File: src/hw/rtl/ppp_pkg.sv
// shared constants and types for the pinhole point projection block
// no dependencies; imported by the interfaces and all modules
`timescale 1ns / 1ps
`default_nettype none

package ppp_pkg;

	// coordinate and register widths
	localparam int COORD_W = 32;
	localparam int IDX_W   = 16;
	localparam int ROT_W   = 18;
	localparam int ROT_FRAC = 16;
	localparam int DIFF_W  = COORD_W + 1;
	localparam int PROD_W  = ROT_W + DIFF_W;
	localparam int ACC_W   = PROD_W + 2;
	localparam int FP_W    = 2 * COORD_W;

	// parameter defaults
	localparam int INDEX_BITS_DEF = 16;
	localparam int FRAC_BITS_DEF  = 16;

	// divider layout: quotient magnitude bits below the saturation point
	localparam int QBITS      = 33;
	localparam int DIV_STEPS  = 3;
	localparam int DIV_STAGES = QBITS / DIV_STEPS;
	localparam int DIV_LAT    = DIV_STAGES + 1;
	localparam int NUM_W      = FP_W - 1;
	localparam int DEN_W      = COORD_W;
	localparam int QS_W       = QBITS + 2;

	// configuration port
	localparam int APB_AW = 6;
	localparam int APB_DW = 64;

	typedef enum logic [2:0] {
		REG_ROT0   = 3'd0,
		REG_ROT1   = 3'd1,
		REG_ROT2   = 3'd2,
		REG_POS_XY = 3'd3,
		REG_POS_Z  = 3'd4,
		REG_FOCAL  = 3'd5,
		REG_PP     = 3'd6,
		REG_SIZE   = 3'd7
	} reg_idx_t;

	localparam logic [3*ROT_W-1:0] ROT0_RST = 54'h10_0000_0000_0000;
	localparam logic [3*ROT_W-1:0] ROT1_RST = 54'h00_0004_0000_0000;
	localparam logic [3*ROT_W-1:0] ROT2_RST = 54'h00_0000_0001_0000;

endpackage

`default_nettype wire

File: src/hw/rtl/ppp_div.sv
// pipelined signed divider, quotient truncated toward zero and clamped
// depends on ppp_pkg; one restoring step per quotient bit, DIV_STEPS per stage
`timescale 1ns / 1ps
`default_nettype none

module ppp_div import ppp_pkg::*; (
	input  wire logic                    clk,
	input  wire logic                    en,
	input  wire logic signed [FP_W-1:0]  num,
	input  wire logic signed [DEN_W-1:0] den,
	output logic signed [QS_W-1:0]       quo
);

	// operand magnitudes and overflow test
	logic [NUM_W-1:0] nmag;
	logic [DEN_W-1:0] dmag;
	logic             ovf;

	assign nmag = num[FP_W-1] ? NUM_W'(-num) : NUM_W'(num);
	assign dmag = den[DEN_W-1] ? DEN_W'(-den) : DEN_W'(den);
	assign ovf  = {2'b00, nmag} >= {dmag, {QBITS{1'b0}}};

	logic [DEN_W-1:0] rem_s [DIV_LAT];
	logic [QBITS-1:0] nlo_s [DIV_LAT];
	logic [QBITS-1:0] q_s   [DIV_LAT];
	logic [DEN_W-1:0] den_s [DIV_LAT];
	logic             neg_s [DIV_LAT];
	logic             ovf_s [DIV_LAT];

	// entry stage
	always_ff @(posedge clk) begin
		if (en) begin
			rem_s[0] <= DEN_W'(nmag[NUM_W-1:QBITS]);
			nlo_s[0] <= nmag[QBITS-1:0];
			q_s[0]   <= '0;
			den_s[0] <= dmag;
			neg_s[0] <= num[FP_W-1] ^ den[DEN_W-1];
			ovf_s[0] <= ovf;
		end
	end

	// restoring steps
	for (genvar g = 1; g < DIV_LAT; g++) begin : g_stage
		logic [DEN_W-1:0] rem_n;
		logic [QBITS-1:0] nlo_n;
		logic [QBITS-1:0] q_n;

		always_comb begin
			logic [DEN_W:0] t;
			rem_n = rem_s[g-1];
			nlo_n = nlo_s[g-1];
			q_n   = q_s[g-1];
			for (int k = 0; k < DIV_STEPS; k++) begin
				t = {rem_n, nlo_n[QBITS-1]};
				nlo_n = {nlo_n[QBITS-2:0], 1'b0};
				if (t >= {1'b0, den_s[g-1]}) begin
					rem_n = DEN_W'(t - {1'b0, den_s[g-1]});
					q_n   = {q_n[QBITS-2:0], 1'b1};
				end else begin
					rem_n = t[DEN_W-1:0];
					q_n   = {q_n[QBITS-2:0], 1'b0};
				end
			end
		end

		always_ff @(posedge clk) begin
			if (en) begin
				rem_s[g] <= rem_n;
				nlo_s[g] <= nlo_n;
				q_s[g]   <= q_n;
				den_s[g] <= den_s[g-1];
				neg_s[g] <= neg_s[g-1];
				ovf_s[g] <= ovf_s[g-1];
			end
		end
	end

	// signed quotient, clamped to plus or minus 2^QBITS on overflow
	logic [QS_W-1:0] qmag;
	assign qmag = ovf_s[DIV_LAT-1] ? (QS_W'(1) << QBITS) : QS_W'(q_s[DIV_LAT-1]);
	assign quo  = neg_s[DIV_LAT-1] ? $signed(-qmag) : $signed(qmag);

endmodule

`default_nettype wire

File: config.mk
export PLATFORM = sky130hd
export DESIGN_NAME = ppp_div
export DESIGN_NICKNAME = d
export VERILOG_FILES = /design/src/hw/rtl/ppp_pkg.sv /design/src/hw/rtl/ppp_div.sv
export SDC_FILE = /design/constraint.sdc
export NUM_CORES = 2
export LEC_CHECK = 0
export BUFFER_PORTS_ARGS = -buffer_cell sky130_fd_sc_hd__buf_2
export CAP_MARGIN = 20
export CELL_PAD_IN_SITES_DETAIL_PLACEMENT = 0
export CELL_PAD_IN_SITES_GLOBAL_PLACEMENT = 1
export CORE_MARGIN = 2
export CORE_UTILIZATION = 47
export DETAILED_ROUTE_END_ITERATION = 10
export PLACE_DENSITY_LB_ADDON = 0.15
export SYNTH_ARGS = -nofsm -noshare
export SYNTH_HDL_FRONTEND = slang
export SYNTH_SLANG_ARGS = --single-unit
File: constraint.sdc
create_clock -name clk -period 10.25 [get_ports clk]
set_clock_uncertainty 0.15 [all_clocks]
set_input_delay 1.025 -clock clk [delete_from_list [all_inputs] [get_ports clk]]
set_output_delay 1.025 -clock clk [all_outputs]
set_load 0.01 [all_outputs]
== Yosys cells after proc, flatten, opt, wreduce, memory -nomap -nowiden ==
Memory sizes are Yosys's and may differ from the RTL's.
Index checks and enable logic that the tools add are counted.

* Order comparisons: 34
* Bitwise operators: 1
* $add $sub $neg: 36
* Muxes and demuxes: 72

{| class="wikitable"
|+ Operators with widths
! cell !! count
|-
| 33-bit by 32-bit greater-or-equal comparator with 1-bit output || 33
|-
| 32-bit two-way mux || 34
|-
| 32-bit subtractor || 33
|-
| 63-bit by 65-bit greater-or-equal comparator with 1-bit output || 1
|-
| 63-bit two-way mux || 1
|-
| 63-bit negation || 1
|-
| 1-bit two-way mux || 35
|-
| 35-bit two-way mux || 1
|-
| 34-bit negation with 35-bit output || 1
|-
| 34-bit two-way mux || 1
|-
| 32-bit negation || 1
|-
| 1-bit XOR || 1
|}

* Register bits after elaboration: 0
* RAM bits: 1,584
* Bits of input ports: 98
* Output and inout bits: 35
* Memories: 6

{| class="wikitable"
|+ Memory list
! name !! depth !! bits a word !! read ports !! clocked after Yosys merged registers in !! wr ports !! line !! RTL
|-
| nlo_s || 12 || 33 || 11 || 0 || 12 || ppp_div.sv:24 || <nowiki>logic [QBITS-1:0] nlo_s [DIV_LAT];</nowiki>
|-
| q_s || 12 || 33 || 12 || 0 || 12 || ppp_div.sv:25 || <nowiki>logic [QBITS-1:0] q_s [DIV_LAT];</nowiki>
|-
| den_s || 12 || 32 || 11 || 0 || 12 || ppp_div.sv:26 || <nowiki>logic [DEN_W-1:0] den_s [DIV_LAT];</nowiki>
|-
| rem_s || 12 || 32 || 11 || 0 || 12 || ppp_div.sv:23 || <nowiki>logic [DEN_W-1:0] rem_s [DIV_LAT];</nowiki>
|-
| neg_s || 12 || 1 || 12 || 0 || 12 || ppp_div.sv:27 || <nowiki>logic neg_s [DIV_LAT];</nowiki>
|-
| ovf_s || 12 || 1 || 12 || 0 || 12 || ppp_div.sv:28 || <nowiki>logic ovf_s [DIV_LAT];</nowiki>
|}

== Depth between registers and ports, before layout ==
An unclocked memory read counts as a cell.

* Word-level depth: 7
* Gate-level depth with buffers: 44

== Least setup slack after synthesis ==
No wires, ideal clock.

* Path type: register to register
* Start point: mem den_s[2][1] (netlist bit)
* End point: mem rem_s[2][53] (netlist bit), data pin
* Setup slack: 0.359 ns
* Arrival time: 9.482 ns
* Required time: 9.840 ns
* Cell stages (with the launch flop): 40
* Setup time: 0.260 ns
* Cells stage by stage: edfxtp_1 inv_1 ha_1 nor2b_1 o2111ai_1 nand3_1 a221oi_1 a21oi_1 o211a_1 o21ai_1 clkbuf_1 inv_1 mux2_2 ha_1 clkbuf_1 a211o_1 a31o_2 a221oi_1 [... 4 more ...] and2_1 clkbuf_1 buf_1 mux2_2 ha_1 and3_1 a31oi_1 o21ai_0 nor4b_1 nor3b_1 a21oi_1 o21ai_0 o41a_1 a211oi_1 a31o_2 inv_2 buf_2 mux2_2

{| class="wikitable"
|+ RTL lines
! what !! line
|-
| start: declaration || ppp_div.sv:26
|-
| end: declaration || ppp_div.sv:23
|}

==> summary.txt <==
Run status
  – Status: completed

Drt
  – DR vias: 86,590
  – Mean routed wirelength per cell: 25.02 um
  – DRC viols: 0
  – Topmost layer with routed signal wires: met4
  – Drt first pass iters: 6
  – Violation count after the first detailed-routing iteration: 7,211
  – Met2 layer wire length in the routed design: 165,700 um
  – Routed length on met3: 18,310 um
  – Final wirelength: 356,700 um
  – Antenna viol nets, final: 0
  – Metal1 wirelength: 151,200 um
  – Detail-routed via count per cell: 6.074

Setup path
  – Worst path required time: 10.65 ns
  – Max Fanout on Critical Path: 15
  – Capturing instance or port of the critical path: rem_s[1][5]
  – Delay contributed by the slowest stage of the critical path: 0.50 ns
  – Critical path start-end classification: flop to flop
  – Critical Path Start Type: flop
  – Worst setup startpoint: den_s[0][50]
  – Flop2flop setup slack: 0.40 ns
  – FF-to-FF path depth: 39
  – Critical R2R Capture: rem_s[1][5]
  – Crit path arrival time: 10.25 ns
  – Worst R2R Start: den_s[0][50]
  – Endpoint kind of the worst setup timing path: flop
  – Worst path most repeated cell: buf_4
  – Crit-path slowest cell: edfxtp_1

STA
  – RSZ-0062 raised after global routing: no
  – Count of final max-slew check failures: 0
  – Post-route fraction of the period consumed by the critical path: 96.14%
  – Final critical path time including I/O delays and setup: 9.854 ns
  – Maximum achievable frequency: 101.5 MHz
  – Actual transition at the worst max-transition pin: 1.258 ns
  – Relative slew slack: 16.12%
  – Crit path setup slack, layout: 0.3956 ns
  – Setup violations, final: 0
  – Final Hold Vio Count: 0
  – Final setup TNS: 0 ns

Clock tree
  – Clock buffer count from CTS: 135
  – Clock buffer depth: 3
  – Post-CTS Hold Fix Bufs: 0
  – Clock tree from TritonCTS: built
  – Source-to-sink clock delay at the later pin of the worst-skew pair: 0.83 ns
  – Clock transition at the registers of the reported paths: 0.06 ns
  – Max H-tree Level: 4
  – Library cell used as clock root buffer: clkbuf_16
  – Clk sink count: 1,122

Die
  – Die extent in y: 468.5 um
  – Die boundary width: 468.5 um
  – Standard-cell rows: 170
  – Top Ports: 133
  – Area of the placeable core: 214,600 sq um
  – Effective utilization at floorplan: 47.25%
  – Die area: 219,500 sq um

Global route
  – Overflow left after global routing: 0
  – Antenna violations before repair: 15
  – Largest net degree at the start of global routing: 165
  – Global-route wire length before repair: 522,300 um
  – Overall global routing resource usage: 31.52%
  – Via count of the first global-routing pass: 83,310

Final layout
  – Count of filler cells inserted in the layout: 19,510
  – Final net count: 12,510
  – Area overhead of the layout relative to synthesis: 12.37%
  – Multi-input gate area: 64,540 sq um
  – Layout Cells excl Fill: 14,260
  – Area occupied by registers: 33,690 sq um
  – Fraction of layout instances using a drive strength above 1: 15.05%

Logic synthesis
  – Cell count after synthesis: 10,750
  – Net count of the mapped netlist: 11,970
  – Avg Synthesized Cell Area: 9.437 sq um
  – Netlist area before placement: 101,400 sq um
  – Synthesized flop and latch total: 1,122
  – Most area-consuming cells after synthesis: edfxtp_1 33%, ha_1 13%, mux2_2 7.2%
  – Share of flip-flops with an asynchronous set or reset: 0%
  – Synth top area share: 33.22%
  – Yosys warnings: 0
  – Number of unique standard cell types used by synthesis: 96
  – Largest area contributor in the netlist: edfxtp_1
  – Number of enable-type register cells in the synthesized netlist: 1,122
  – Primary flip-flop cell chosen by synthesis mapping: edfxtp_1
  – Fraction of the yosys area taken by sequential cells: 33.22%

Placed design
  – Hpwl dp: 293,800 um
  – Placement Setup Slack: -0.3617 ns
  – DP Cell Count: 13,960
  – Last weighted congestion value of the routability-driven placer: 0.9749
  – Number of I/O port buffers: 132

Job
  – Max Cap Viol: 0

Hold path
  – Class of the most critical hold timing path: flop to flop
==> routing by layer <==
layer | vias up | track usage, %
met2 | 2746 | 52.35
li1 | 41440 | -
met5 | - | 0
met3 | 687 | 3.719
met4 | 0 | 16.59
met1 | 41720 | 40.23
==> cells in the final DEF, fill, tap and decap left out, types with 33 or more instances in the layout <==
| cell type | instances |
|---|---|
| edfxtp_1 | 1122 |
| ha_1 | 1088 |
| a21oi_1 | 876 |
| o21ai_0 | 739 |
| inv_1 | 713 |
| nand2_1 | 708 |
| mux2_2 | 652 |
| nor2_1 | 647 |
| xnor2_1 | 611 |
| buf_4 | 488 |
| a21o_1 | 391 |
| xor2_1 | 314 |
| nand3_1 | 209 |
| o21a_1 | 206 |
| nor3_1 | 180 |
| nand4_1 | 173 |
| nand2b_1 | 147 |
| nor2b_1 | 147 |
| clkbuf_16 | 137 |
| buf_2 | 131 |
| o21bai_1 | 115 |
| a211oi_1 | 108 |
| a31oi_1 | 106 |
| o31ai_1 | 99 |
| and3_1 | 82 |
| or3_1 | 79 |
| nor4_1 | 62 |
| or2_2 | 61 |
| and2_1 | 60 |
| mux2i_1 | 58 |
| o211ai_1 | 55 |
| o31a_1 | 44 |
| a21boi_0 | 41 |
| a211o_1 | 37 |
| a31o_2 | 33 |
==> sequential cells by signal (all words and copies together), names as in the netlist <==
register / flops
q_s: 198
rem_s: 350
ovf_s: 12
neg_s: 12
nlo_s: 198
den_s: 352
==> cell families (layout without fill, tap and decap cells) <==
logic type	count (synthesis)	count (layout)	synth area share, %
other cells	0	21	0
flops	1122	1122	33.22
fa+ha+maj	1121	1121	14.07
mux	712	712	7.832
xor+xnor	925	925	7.989
buf+inv	962	1610	3.600
simple gates	2705	2706	13.19
compound gates	3199	3201	20.10
==> cells in the mapped netlist (all sizes together) (32+ instances only) <==
library cell and n:
or2 63, a211o 37, nand3 211, clkbuf 192
a21oi 883, a21o 391, buf 50, mux2i 60
o21ai 758, a211oi 117, ha 1089, a31o 33
o31ai 107, edfxtp 1122, nand2b 148, nor2b 147
xor2 314, xnor2 611, fa 32, o21bai 116
inv 719, nor3 184, a31oi 110, nand4 174
and3 82, nor2 650, nor4 66, a21boi 41
o211ai 55, mux2 652, nand2 708, or3 81
and2 61, o21a 206, o31a 44
==> worst min path at each step <==
stage,start,end,slack [ns],cells after the start
after global placement,neg_s[1],neg_s[2],0.25,0
after floorplan,neg_s[9],neg_s[10],0.25,0
final,q_s[2][77],q_s[2][113],0.26,0
after detailed placement,nlo_s[0][23],nlo_s[0][59],0.25,0
after global routing,nlo_s[2][51],nlo_s[3][21],0.27,0
after CTS,num[0],nlo_s[0][0],0.24,1
==> layout make-up <==
class | count | share of cell area, %
inverters | 720 | 2.372
diodes | 21 | 0.04612
well taps | 2838 | 3.116
clock inverters | 95 | 0.9904
clock buffers | 151 | 3.055
repair buffers | 644 | 4.220
flip-flops and latches | 1122 | 29.57
multi-input cells | 8665 | 56.63
==> stage by stage <==
step | cell area [sq um] | hold WS [ns] | util (%)
after global routing | 113900 | 0.2700 | 53.08
after CTS | 113400 | 0.2421 | 52.84
final | 114000 | 0.2625 | 53.10
after global placement | 108700 | 0.2504 | 50.66
after floorplan | 101400 | 0.2503 | -
after detailed placement | 108700 | 0.2545 | 50.66
==> repair_timing <==
action	in CTS	in global routing
resized for setup	9	55
gates cloned	0	3
setup endpoints to repair	99	278
pin swaps	1	9
setup buffers	3	21
==> worst max-delay path: cells and delay by family (launching register included) <==
kind	cells	cell delay, ns
AOI/OAI and AO/OA	17	3.96
adders and majority gates	3	1.01
buffers and inverters	8	1.35
DFF	1	0.50
muxes	2	0.66
and+or+nand+nor	9	1.90
Power is left out: the tool's default activity adds up to more than one toggle a clock period on the data nets, which glitch-free logic cannot reach.
